`src/sv/tls_pkg.sv`:
```
// tls_pkg: shared types, token kind codes, keyword patterns and character
// classification for the token lexer stream. No dependencies.
`default_nettype none

package tls_pkg;

   localparam int POSITION_BITS_DEFAULT = 16;
   localparam int KEYWORD_CHARS_DEFAULT = 5;
   localparam int QUEUE_DEPTH           = 4;   // power of two

   localparam int KIND_W = 5;
   localparam int POS_W  = 16;
   localparam int CHAR_W = 8;

   typedef logic [KIND_W-1:0] kind_type;

   localparam kind_type KIND_NUMBER = 5'd0;
   localparam kind_type KIND_IDENT  = 5'd1;
   localparam kind_type KIND_VAR    = 5'd2;
   localparam kind_type KIND_PRINT  = 5'd3;
   localparam kind_type KIND_IF     = 5'd4;
   localparam kind_type KIND_ELSE   = 5'd5;
   localparam kind_type KIND_WHILE  = 5'd6;
   localparam kind_type KIND_EQEQ   = 5'd7;
   localparam kind_type KIND_ASSIGN = 5'd8;
   localparam kind_type KIND_NE     = 5'd9;
   localparam kind_type KIND_NOT    = 5'd10;
   localparam kind_type KIND_LE     = 5'd11;
   localparam kind_type KIND_LT     = 5'd12;
   localparam kind_type KIND_GE     = 5'd13;
   localparam kind_type KIND_GT     = 5'd14;
   localparam kind_type KIND_AND    = 5'd15;
   localparam kind_type KIND_OR     = 5'd16;
   localparam kind_type KIND_PLUS   = 5'd17;
   localparam kind_type KIND_MINUS  = 5'd18;
   localparam kind_type KIND_STAR   = 5'd19;
   localparam kind_type KIND_SLASH  = 5'd20;
   localparam kind_type KIND_LPAREN = 5'd21;
   localparam kind_type KIND_RPAREN = 5'd22;
   localparam kind_type KIND_LBRACE = 5'd23;
   localparam kind_type KIND_RBRACE = 5'd24;
   localparam kind_type KIND_SEMI   = 5'd25;
   localparam kind_type KIND_END    = 5'd26;
   localparam kind_type KIND_ERROR  = 5'd27;

   // keyword spellings, first character in the most significant byte
   localparam logic [63:0] KW_VAR   = 64'h0000_0000_0076_6172;
   localparam logic [63:0] KW_PRINT = 64'h0000_0070_7269_6E74;
   localparam logic [63:0] KW_IF    = 64'h0000_0000_0000_6966;
   localparam logic [63:0] KW_ELSE  = 64'h0000_0000_656C_7365;
   localparam logic [63:0] KW_WHILE = 64'h0000_0077_6869_6C65;

   typedef struct packed {
      kind_type          kind;
      logic [POS_W-1:0]  start;
      logic [POS_W-1:0]  length;
      logic [CHAR_W-1:0] bad;
      logic              last;
   } token_type;

   typedef struct packed {
      token_type  first;
      token_type  second;
      logic [1:0] count;
   } step_type;

   function automatic logic is_digit(input logic [7:0] c);
      return (c >= "0") && (c <= "9");
   endfunction

   function automatic logic is_alpha(input logic [7:0] c);
      return ((c >= "a") && (c <= "z")) || ((c >= "A") && (c <= "Z"));
   endfunction

   function automatic logic is_space(input logic [7:0] c);
      return (c == " ") || ((c >= 8'd9) && (c <= 8'd13));
   endfunction

   function automatic kind_type single_kind(input logic [7:0] c);
      kind_type k;
      case (c)
         "+":     k = KIND_PLUS;
         "-":     k = KIND_MINUS;
         "*":     k = KIND_STAR;
         "/":     k = KIND_SLASH;
         "(":     k = KIND_LPAREN;
         ")":     k = KIND_RPAREN;
         "{":     k = KIND_LBRACE;
         "}":     k = KIND_RBRACE;
         ";":     k = KIND_SEMI;
         default: k = KIND_ERROR;
      endcase
      return k;
   endfunction

endpackage

`default_nettype wire

```
`src/sv/tls_scan.sv`:
```
// tls_scan: scanner state and the per-item decode that yields up to two
// tokens for each accepted item. Depends on tls_pkg.
`default_nettype none

module tls_scan import tls_pkg::*; #(
   parameter int POSITION_BITS = POSITION_BITS_DEFAULT,
   parameter int KEYWORD_CHARS = KEYWORD_CHARS_DEFAULT
) (
   input  wire logic       clock,
   input  wire logic       reset,
   input  wire logic       accept,
   input  wire logic [7:0] character,
   input  wire logic       end_of_input,
   output step_type        step
);

   localparam int PREFIX_W = 8 * KEYWORD_CHARS;
   localparam logic [POSITION_BITS-1:0] POS_MAX = '1;

   typedef enum logic [3:0] {
      MODE_IDLE, MODE_NUMBER, MODE_WORD, MODE_EQ, MODE_BANG,
      MODE_LT, MODE_GT, MODE_AMP, MODE_BAR, MODE_DROP
   } mode_type;

   typedef logic [POSITION_BITS-1:0] pos_type;

   mode_type            mode_ff,      mode_in;
   pos_type             position_ff,  position_in;
   pos_type             begin_ff,     begin_in;
   logic [PREFIX_W-1:0] prefix_ff,    prefix_in;
   logic                too_long_ff,  too_long_in;

   token_type flush_tok, start_tok;
   logic      flush_valid, start_valid;
   mode_type  start_mode;
   kind_type  start_single;

   function automatic token_type make_token(input kind_type kind, input pos_type start,
                                            input pos_type len, input logic [7:0] bad);
      token_type                 t;
      logic [POSITION_BITS+15:0] s_ext;
      logic [POSITION_BITS+15:0] l_ext;
      s_ext    = {16'b0, start};
      l_ext    = {16'b0, len};
      t.kind   = kind;
      t.start  = s_ext[15:0];
      t.length = l_ext[15:0];
      t.bad    = bad;
      t.last   = 1'b0;
      return t;
   endfunction

   function automatic kind_type pend_single(input mode_type m);
      kind_type k;
      unique case (m)
         MODE_EQ:   k = KIND_ASSIGN;
         MODE_BANG: k = KIND_NOT;
         MODE_LT:   k = KIND_LT;
         MODE_GT:   k = KIND_GT;
         default:   k = KIND_ERROR;
      endcase
      return k;
   endfunction

   function automatic kind_type pend_double(input mode_type m);
      kind_type k;
      unique case (m)
         MODE_EQ:   k = KIND_EQEQ;
         MODE_BANG: k = KIND_NE;
         MODE_LT:   k = KIND_LE;
         MODE_GT:   k = KIND_GE;
         MODE_AMP:  k = KIND_AND;
         default:   k = KIND_OR;
      endcase
      return k;
   endfunction

   function automatic logic [7:0] pend_char(input mode_type m);
      logic [7:0] c;
      unique case (m)
         MODE_EQ:   c = "=";
         MODE_BANG: c = "!";
         MODE_LT:   c = "<";
         MODE_GT:   c = ">";
         MODE_AMP:  c = "&";
         default:   c = "|";
      endcase
      return c;
   endfunction

   function automatic kind_type word_kind(input logic [PREFIX_W-1:0] prefix,
                                          input logic too_long);
      logic [63:0] p;
      kind_type    k;
      p = 64'(prefix);
      if (too_long)           k = KIND_IDENT;
      else if (p == KW_VAR)   k = KIND_VAR;
      else if (p == KW_PRINT) k = KIND_PRINT;
      else if (p == KW_IF)    k = KIND_IF;
      else if (p == KW_ELSE)  k = KIND_ELSE;
      else if (p == KW_WHILE) k = KIND_WHILE;
      else                    k = KIND_IDENT;
      return k;
   endfunction

   // what the current character does when it opens a new token
   always_comb begin
      start_single = single_kind(character);
      start_valid  = 1'b0;
      start_tok    = make_token(start_single, position_ff, pos_type'(1), 8'd0);
      if (is_space(character)) begin
         start_mode = MODE_IDLE;
      end else if (is_digit(character)) begin
         start_mode = MODE_NUMBER;
      end else if (is_alpha(character) || character == "_") begin
         start_mode = MODE_WORD;
      end else begin
         case (character)
            "=":     start_mode = MODE_EQ;
            "!":     start_mode = MODE_BANG;
            "<":     start_mode = MODE_LT;
            ">":     start_mode = MODE_GT;
            "&":     start_mode = MODE_AMP;
            "|":     start_mode = MODE_BAR;
            default: begin
               start_valid = 1'b1;
               if (start_single == KIND_ERROR) begin
                  start_mode    = MODE_DROP;
                  start_tok.bad = character;
               end else begin
                  start_mode = MODE_IDLE;
               end
            end
         endcase
      end
   end

   always_comb begin
      logic open_token;
      open_token  = 1'b0;
      mode_in     = mode_ff;
      position_in = position_ff;
      begin_in    = begin_ff;
      prefix_in   = prefix_ff;
      too_long_in = too_long_ff;
      flush_valid = 1'b0;
      flush_tok   = make_token(KIND_NUMBER, begin_ff, position_ff - begin_ff, 8'd0);
      step        = '0;

      if (end_of_input) begin
         unique case (mode_ff)
            MODE_NUMBER: flush_valid = 1'b1;
            MODE_WORD: begin
               flush_valid    = 1'b1;
               flush_tok.kind = word_kind(prefix_ff, too_long_ff);
            end
            MODE_EQ, MODE_BANG, MODE_LT, MODE_GT, MODE_AMP, MODE_BAR: begin
               flush_valid = 1'b1;
               flush_tok   = make_token(pend_single(mode_ff), begin_ff, pos_type'(1),
                                        (pend_single(mode_ff) == KIND_ERROR)
                                        ? pend_char(mode_ff) : 8'd0);
            end
            default: flush_valid = 1'b0;
         endcase
         mode_in     = MODE_IDLE;
         position_in = '0;
         begin_in    = '0;
         prefix_in   = '0;
         too_long_in = 1'b0;
      end else begin
         unique case (mode_ff)
            MODE_IDLE: open_token = 1'b1;
            MODE_NUMBER: begin
               if (!is_digit(character)) begin
                  flush_valid = 1'b1;
                  open_token  = 1'b1;
               end
            end
            MODE_WORD: begin
               if (is_alpha(character) || is_digit(character) || character == "_") begin
                  if (prefix_ff[PREFIX_W-1 -: 8] != 8'd0) begin
                     too_long_in = 1'b1;
                  end else begin
                     prefix_in = {prefix_ff[PREFIX_W-9:0], character};
                  end
               end else begin
                  flush_valid    = 1'b1;
                  flush_tok.kind = word_kind(prefix_ff, too_long_ff);
                  open_token     = 1'b1;
               end
            end
            MODE_EQ, MODE_BANG, MODE_LT, MODE_GT: begin
               flush_valid = 1'b1;
               if (character == "=") begin
                  flush_tok = make_token(pend_double(mode_ff), begin_ff, pos_type'(2), 8'd0);
                  mode_in   = MODE_IDLE;
               end else begin
                  flush_tok  = make_token(pend_single(mode_ff), begin_ff, pos_type'(1), 8'd0);
                  open_token = 1'b1;
               end
            end
            MODE_AMP, MODE_BAR: begin
               flush_valid = 1'b1;
               if (character == pend_char(mode_ff)) begin
                  flush_tok = make_token(pend_double(mode_ff), begin_ff, pos_type'(2), 8'd0);
                  mode_in   = MODE_IDLE;
               end else begin
                  // lone & or |: report it and drop the rest of the input
                  flush_tok = make_token(KIND_ERROR, begin_ff, pos_type'(1),
                                         pend_char(mode_ff));
                  mode_in   = MODE_DROP;
               end
            end
            default: mode_in = MODE_DROP;
         endcase

         if (open_token) begin
            mode_in = start_mode;
            if (!is_space(character)) begin
               begin_in = position_ff;
            end
            if (start_mode == MODE_WORD) begin
               prefix_in   = PREFIX_W'(character);
               too_long_in = 1'b0;
            end
         end

         if (position_ff != POS_MAX) begin
            position_in = position_ff + pos_type'(1);
         end
      end

      // order the results: flushed token first, then the new or end token
      if (end_of_input) begin
         step.first  = flush_valid ? flush_tok : make_token(KIND_END, position_ff, '0, 8'd0);
         step.second = make_token(KIND_END, position_ff, '0, 8'd0);
         step.count  = flush_valid ? 2'd2 : 2'd1;
      end else if (flush_valid && open_token && start_valid) begin
         step.first  = flush_tok;
         step.second = start_tok;
         step.count  = 2'd2;
      end else if (flush_valid) begin
         step.first = flush_tok;
         step.count = 2'd1;
      end else if (open_token && start_valid) begin
         step.first = start_tok;
         step.count = 2'd1;
      end
      if (step.count == 2'd2) begin
         step.second.last = 1'b1;
      end else if (step.count == 2'd1) begin
         step.first.last = 1'b1;
      end
   end

   always_ff @(posedge clock) begin
      if (reset) begin
         mode_ff     <= MODE_IDLE;
         position_ff <= '0;
         begin_ff    <= '0;
         prefix_ff   <= '0;
         too_long_ff <= 1'b0;
      end else if (accept) begin
         mode_ff     <= mode_in;
         position_ff <= position_in;
         begin_ff    <= begin_in;
         prefix_ff   <= prefix_in;
         too_long_ff <= too_long_in;
      end
   end

`ifndef SYNTH
   a_drop_holds: assert property (@(posedge clock) disable iff (reset)
      (accept && !end_of_input && mode_ff == MODE_DROP) |-> (step.count == 2'd0))
      else $error("tls_scan: result produced while dropping input");
   a_end_resets: assert property (@(posedge clock) disable iff (reset)
      (accept && end_of_input) |=> (mode_ff == MODE_IDLE && position_ff == '0))
      else $error("tls_scan: state not cleared after end item");
   a_position_sat: assert property (@(posedge clock) disable iff (reset)
      (accept && !end_of_input && position_ff == POS_MAX) |=> (position_ff == POS_MAX))
      else $error("tls_scan: position counter wrapped");
`endif

endmodule

`default_nettype wire

```
`src/sv/token_lexer_stream.sv`:
```
// token_lexer_stream: top level, scanner instance and the result token queue.
// Depends on tls_pkg and tls_scan.
`default_nettype none

// One source byte (or an end mark) is taken per cycle and decoded in a single
// pass; its tokens land in a 4-entry queue the cycle after acceptance and leave
// at one token per cycle while rsp_stall is low. An item yields zero, one or
// two tokens, so the input runs at one item per cycle as long as the output
// keeps pace. The input stalls while fewer than two queue entries are free.
// Token text is not carried, only kind, start and length; positions saturate
// at 2^POSITION_BITS - 1.
module token_lexer_stream import tls_pkg::*; #(
   parameter int POSITION_BITS = POSITION_BITS_DEFAULT,
   parameter int KEYWORD_CHARS = KEYWORD_CHARS_DEFAULT
) (
   input  wire logic        clock,
   input  wire logic        reset,
   input  wire logic        req_valid,
   output logic             req_stall,
   input  wire logic [7:0]  req_character,
   input  wire logic        req_end_of_input,
   output logic             rsp_valid,
   input  wire logic        rsp_stall,
   output logic [4:0]       rsp_token_kind,
   output logic [15:0]      rsp_token_start,
   output logic [15:0]      rsp_token_length,
   output logic [7:0]       rsp_bad_character,
   output logic             rsp_last_of_run
);

   localparam int PTR_W = $clog2(QUEUE_DEPTH);
   localparam int CNT_W = $clog2(QUEUE_DEPTH + 1);

   step_type           step;
   logic               accept;
   logic               pop;
   token_type          queue_ff [QUEUE_DEPTH];
   logic [PTR_W-1:0]   head_ff, head_in;
   logic [PTR_W-1:0]   tail_ff, tail_in;
   logic [CNT_W-1:0]   count_ff, count_in;
   token_type          head_tok;

   assign req_stall = (count_ff > CNT_W'(QUEUE_DEPTH - 2));
   assign accept    = req_valid && !req_stall;
   assign rsp_valid = (count_ff != '0);
   assign pop       = rsp_valid && !rsp_stall;

   tls_scan #(
      .POSITION_BITS (POSITION_BITS),
      .KEYWORD_CHARS (KEYWORD_CHARS)
   ) u_scan (
      .clock        (clock),
      .reset        (reset),
      .accept       (accept),
      .character    (req_character),
      .end_of_input (req_end_of_input),
      .step         (step)
   );

   always_comb begin
      logic [1:0] push_n;
      push_n   = accept ? step.count : 2'd0;
      tail_in  = tail_ff + PTR_W'(push_n);
      head_in  = pop ? head_ff + PTR_W'(1) : head_ff;
      count_in = count_ff + CNT_W'(push_n) - CNT_W'(pop);
   end

   always_ff @(posedge clock) begin
      if (reset) begin
         head_ff  <= '0;
         tail_ff  <= '0;
         count_ff <= '0;
      end else begin
         head_ff  <= head_in;
         tail_ff  <= tail_in;
         count_ff <= count_in;
      end
   end

   // payload entries need no reset
   always_ff @(posedge clock) begin
      if (accept && step.count != 2'd0) begin
         queue_ff[tail_ff] <= step.first;
      end
      if (accept && step.count == 2'd2) begin
         queue_ff[tail_ff + PTR_W'(1)] <= step.second;
      end
   end

   assign head_tok          = queue_ff[head_ff];
   assign rsp_token_kind    = head_tok.kind;
   assign rsp_token_start   = head_tok.start;
   assign rsp_token_length  = head_tok.length;
   assign rsp_bad_character = head_tok.bad;
   assign rsp_last_of_run   = head_tok.last;

`ifndef SYNTH
   a_no_overflow: assert property (@(posedge clock) disable iff (reset)
      count_ff <= CNT_W'(QUEUE_DEPTH))
      else $error("token_lexer_stream: token queue overflow");
   a_end_gives_token: assert property (@(posedge clock) disable iff (reset)
      (accept && req_end_of_input) |=> rsp_valid)
      else $error("token_lexer_stream: end item produced no token");
   a_last_marks: assert property (@(posedge clock) disable iff (reset)
      (accept && step.count == 2'd2) |-> (step.second.last && !step.first.last))
      else $error("token_lexer_stream: last-of-run flag misplaced");
   a_reset_empty: assert property (@(posedge clock)
      reset |=> (count_ff == '0))
      else $error("token_lexer_stream: queue not empty after reset");
`endif

endmodule

`default_nettype wire
```
`config.mk`:
```
export PLATFORM = sky130hd
export DESIGN_NAME = token_lexer_stream
export DESIGN_NICKNAME = d
export VERILOG_FILES = /design/src/sv/tls_pkg.sv /design/src/sv/tls_scan.sv /design/src/sv/token_lexer_stream.sv
export SDC_FILE = /design/constraint.sdc
export NUM_CORES = 1
export LEC_CHECK = 0
export BUFFER_PORTS_ARGS = -buffer_cell sky130_fd_sc_hd__buf_2
export CAP_MARGIN = 10
export CORE_MARGIN = 2
export CORE_UTILIZATION = 60
export DETAILED_ROUTE_END_ITERATION = 12
export PLACE_DENSITY_LB_ADDON = 0.12
export SETUP_SLACK_MARGIN = 0.15
export SYNTH_ARGS = -nofsm -noshare
export SYNTH_HDL_FRONTEND = slang
export SYNTH_HIERARCHICAL = 1
export SYNTH_SLANG_ARGS = --single-unit
export TNS_END_PERCENT = 50
```
`constraint.sdc`:
```
create_clock -name clock -period 11.4 [get_ports clock]
set_input_delay 3.42 -clock clock [delete_from_list [all_inputs] [get_ports clock]]
set_output_delay 3.42 -clock clock [all_outputs]
set_load 0.005 [all_outputs]
```
==> impl_metrics.env <==
export IMPL_first_pass_iters=5
export IMPL_htreeDepth=1
export IMPL_report_final_slew_viol_count=0
export IMPL_ys_seq_area_share_pct=47.8
export IMPL_ys_seq_elements=270
export IMPL_path_clk_slew_ns=0.06
export IMPL_p_int_uw=2010
export IMPL_place_area_um2=15400
export IMPL_critPathArrivalTime_ns=8.50
export IMPL_synth_edff_count=184
export IMPL_antenna_cells=0
export IMPL_fillers=1921
export IMPL_cts_root_buf="clkbuf_16"
export IMPL_cts_buffers=30
export IMPL_worst_path_max_delay_cell="nand4_4"
export IMPL_die_x_um=163
export IMPL_grt_use_met1_pct=38.7
export IMPL_grt_ovfl_total=0
export IMPL_die_height_um=163
export IMPL_finalNetCount=1308
export IMPL_synth_top_area_cell="edfxtp_1"
export IMPL_r2r_start="u_scan/mode_ff[0]"
export IMPL_switchingPower_uw=754
export IMPL_hold_ws_ns=0.497
export IMPL_syn_area_per_cell_um2=12.1
export IMPL_rows=58
export IMPL_drc=0
export IMPL_crit_required_ns=11.68
export IMPL_syn_inst=1249
export IMPL_crit_path_frequent_cell="nor2_1"
export IMPL_grt_pass1_wl_um=55100
export IMPL_yosys_area_top_type_share_pct=36.5
export IMPL_die_area_um2=26500
export IMPL_cts_tree="yes"
export IMPL_synth_main_ff_cell="edfxtp_1"
export IMPL_finalHoldViolations=0
export IMPL_cts_setup_buffers=0
export IMPL_power_leakage_uw=0.00594
export IMPL_min_period_over_period_pct=72.1
export IMPL_port_buffers=60
export IMPL_path_max_fanout=46
export IMPL_hold_start="u_scan/too_long_ff"
export IMPL_dp_slack_ns=2.65
export IMPL_crit_path_max_incr_delay_ns=0.93
export IMPL_grt_use_met3_pct=4.13
export IMPL_start_util_pct=60.7
export IMPL_clk_latency_ns=0.55
export IMPL_synthArstFlopShare_pct=0
export IMPL_p_clk_share_pct=35.8
export IMPL_synth_warnings=6
export IMPL_cts_resized_gates=0
export IMPL_core_um2=25000
export IMPL_via_count=10297
export IMPL_final_layout_size_suffix_gt1_share_pct=26.8
export IMPL_combPwrFrac_pct=20.1
export IMPL_fin_area_um2=16400
export IMPL_antenna_found_initial=0
export IMPL_slew_headroom_pct=18.2
export IMPL_top_usage_layer="met2"
export IMPL_grt_max_degree=47
export IMPL_wirelength_um=34400
export IMPL_pwr_density_cell_nw_per_um2=168
export IMPL_grt_use_total_pct=26.3
export IMPL_area_growth_synth_to_final_pct=8.56
export IMPL_crit_path_end_kind="flip-flop"
export IMPL_netSwitchingFraction_pct=27.3
export IMPL_crit_path_start_kind="input port"
export IMPL_total_power_uw=2760
export IMPL_hold_buffers=0
export IMPL_status="complete, no violations"
export IMPL_drt_antenna_violating_nets=0
export IMPL_wl_per_cell_um=21.2
export IMPL_netlist_top_cells_area="edfxtp_1 (36%), dfxtp_1 (11%), mux2_2 (11%)"
export IMPL_hold_path_class="reg2reg"
export IMPL_syn_area_um2=15100
export IMPL_setup_viol_count_final=0
export IMPL_setup_tns_ns=0
export IMPL_worst_pin_slew_ns=1.22
export IMPL_maxCapViolations=0
export IMPL_path_cells="buf_2, nor2_1, o2111a_1, a211oi_2, o21bai_4, or4b_4, a21oi_1, nor2_1, nor2b_1, nand4_4, mux2_1"
export IMPL_timing_fmax_mhz=122
export IMPL_rsz0062_at_grt="false"
export IMPL_via_per_inst=6.33
export IMPL_ios=61
export IMPL_drt_iter0_drc=706
export IMPL_finalWorstSetupSlack_ns=3.18
export IMPL_critPathKind="in2reg"
export IMPL_grt_pass1_vias=9929
export IMPL_cts_sinks=270
export IMPL_grtUsageMet2_pct=41.6
export IMPL_p_seq_share_pct=44.1
export IMPL_routabilityCongestion=0.903
export IMPL_fin_crit_ns=8.22
export IMPL_synthDistinctLibCells=85
export IMPL_ir_drop_mv=0.195
export IMPL_fin_worst_skew_ns=0.0195
export IMPL_crit_path_start="req_character[1]"
export IMPL_cts_buffer_depth=3
export IMPL_dpl_hpwl_um=21900
-- cells in the mapped netlist, types with 10 or more instances --
| cell type | instances |
|---|---|
| xnor2_1 | 15 |
| mux2_2 | 146 |
| nor2b_1 | 11 |
| nor3b_1 | 10 |
| o21ai_0 | 29 |
| buf_6 | 21 |
| nand4_1 | 12 |
| nor2_1 | 79 |
| buf_4 | 22 |
| and2_1 | 19 |
| clkbuf_1 | 25 |
| mux4_2 | 46 |
| dfxtp_1 | 86 |
| a22o_1 | 55 |
| inv_1 | 49 |
| ha_1 | 20 |
| nor3_1 | 37 |
| nand3_1 | 20 |
| buf_2 | 20 |
| nand2_1 | 85 |
| xor2_1 | 12 |
| nor4_1 | 15 |
| edfxtp_1 | 184 |
| a21oi_1 | 51 |
| mux2_1 | 40 |
-- cells by family after synthesis --
group | Yosys count | synth area share [%]
simple gates | 344 | 12.4
flops | 270 | 47.8
mux | 232 | 20.7
compound gates | 209 | 10.2
buf+inv | 143 | 5.30
xor+xnor | 27 | 1.56
fa+ha+maj | 23 | 1.98
other cells | 1 | 0.0248
-- power by group through the flow --
stage / clock (uW) / combinational, uW / sequential (uW)
after floorplan: 0 / 419 / 1200
after global placement: 0 / 546 / 1240
after detailed placement: 0 / 557 / 1240
after CTS: 1000 / 560 / 1220
after global routing: 1040 / 612 / 1230
final: 990 / 556 / 1220
-- registers in the layout, summed over array words and instances, names as in the netlist, named ones only --
name,flops
queue_ff,184
u_scan/prefix_ff,40
u_scan/begin_ff,16
u_scan/position_ff,16
u_scan/mode_ff,4
count_ff,3
head_ff,2
tail_ff,2
u_scan/too_long_ff,1
-- final cells by class --
cell class                      instances  area, um2  share of cell area, %
Timing Repair Buffer                   70        375                   2.28
Sequential cell                       270       7250                   44.1
Tap cell                              330        413                   2.51
Multi-Input combinational cell        850       7190                   43.7
Clock buffer                           39        836                   5.08
Inverter                               51        191                   1.16
Clock inverter                         16        185                   1.13
-- path summary, 6_finish.rpt --
| kind | cells past startpoint | to | slack, ns |
|---|---|---|---|
| max | 11 | queue_ff[1][2] | 3.18 |
| min | 2 | u_scan/too_long_ff | 0.50 |
| max reg2reg | 10 | queue_ff[1][2] | 5.54 |
| min reg2reg | 2 | u_scan/too_long_ff | 0.50 |
-- critical path, delay by kind of cell --
| family | cells | cell delay, ns |
|---|---|---|
| and+or+nand+nor | 5 | 2.47 |
| AOI/OAI and AO/OA | 4 | 1.56 |
| muxes | 1 | 0.67 |
| buffers and inverters | 1 | 0.33 |
-- layer usage --
metal	vias up	wire length [um]
li1	4784	-
met1	5114	15800
met2	356	15900
met3	43	2200
met4	0	580
met5	-	0
-- layout by cell type, fill, tap and decap left out, types with 40 or more instances in the layout --
cell        n
edfxtp_1  184
mux2_2    146
nand2_1    85
dfxtp_1    84
nor2_1     79
buf_2      60
a22o_1     55
a21oi_1    51
inv_1      49
mux4_2     46
mux2_1     40
-- per-stage QoR --
step                util (%)  std cells
floorplan                  -       1263
detailed placement      61.8       1571
global placement        61.8       1571
CTS                     65.9       1626
global route            65.9       1626
finish                  65.9       1626
Power figures use the tool's default switching activity.
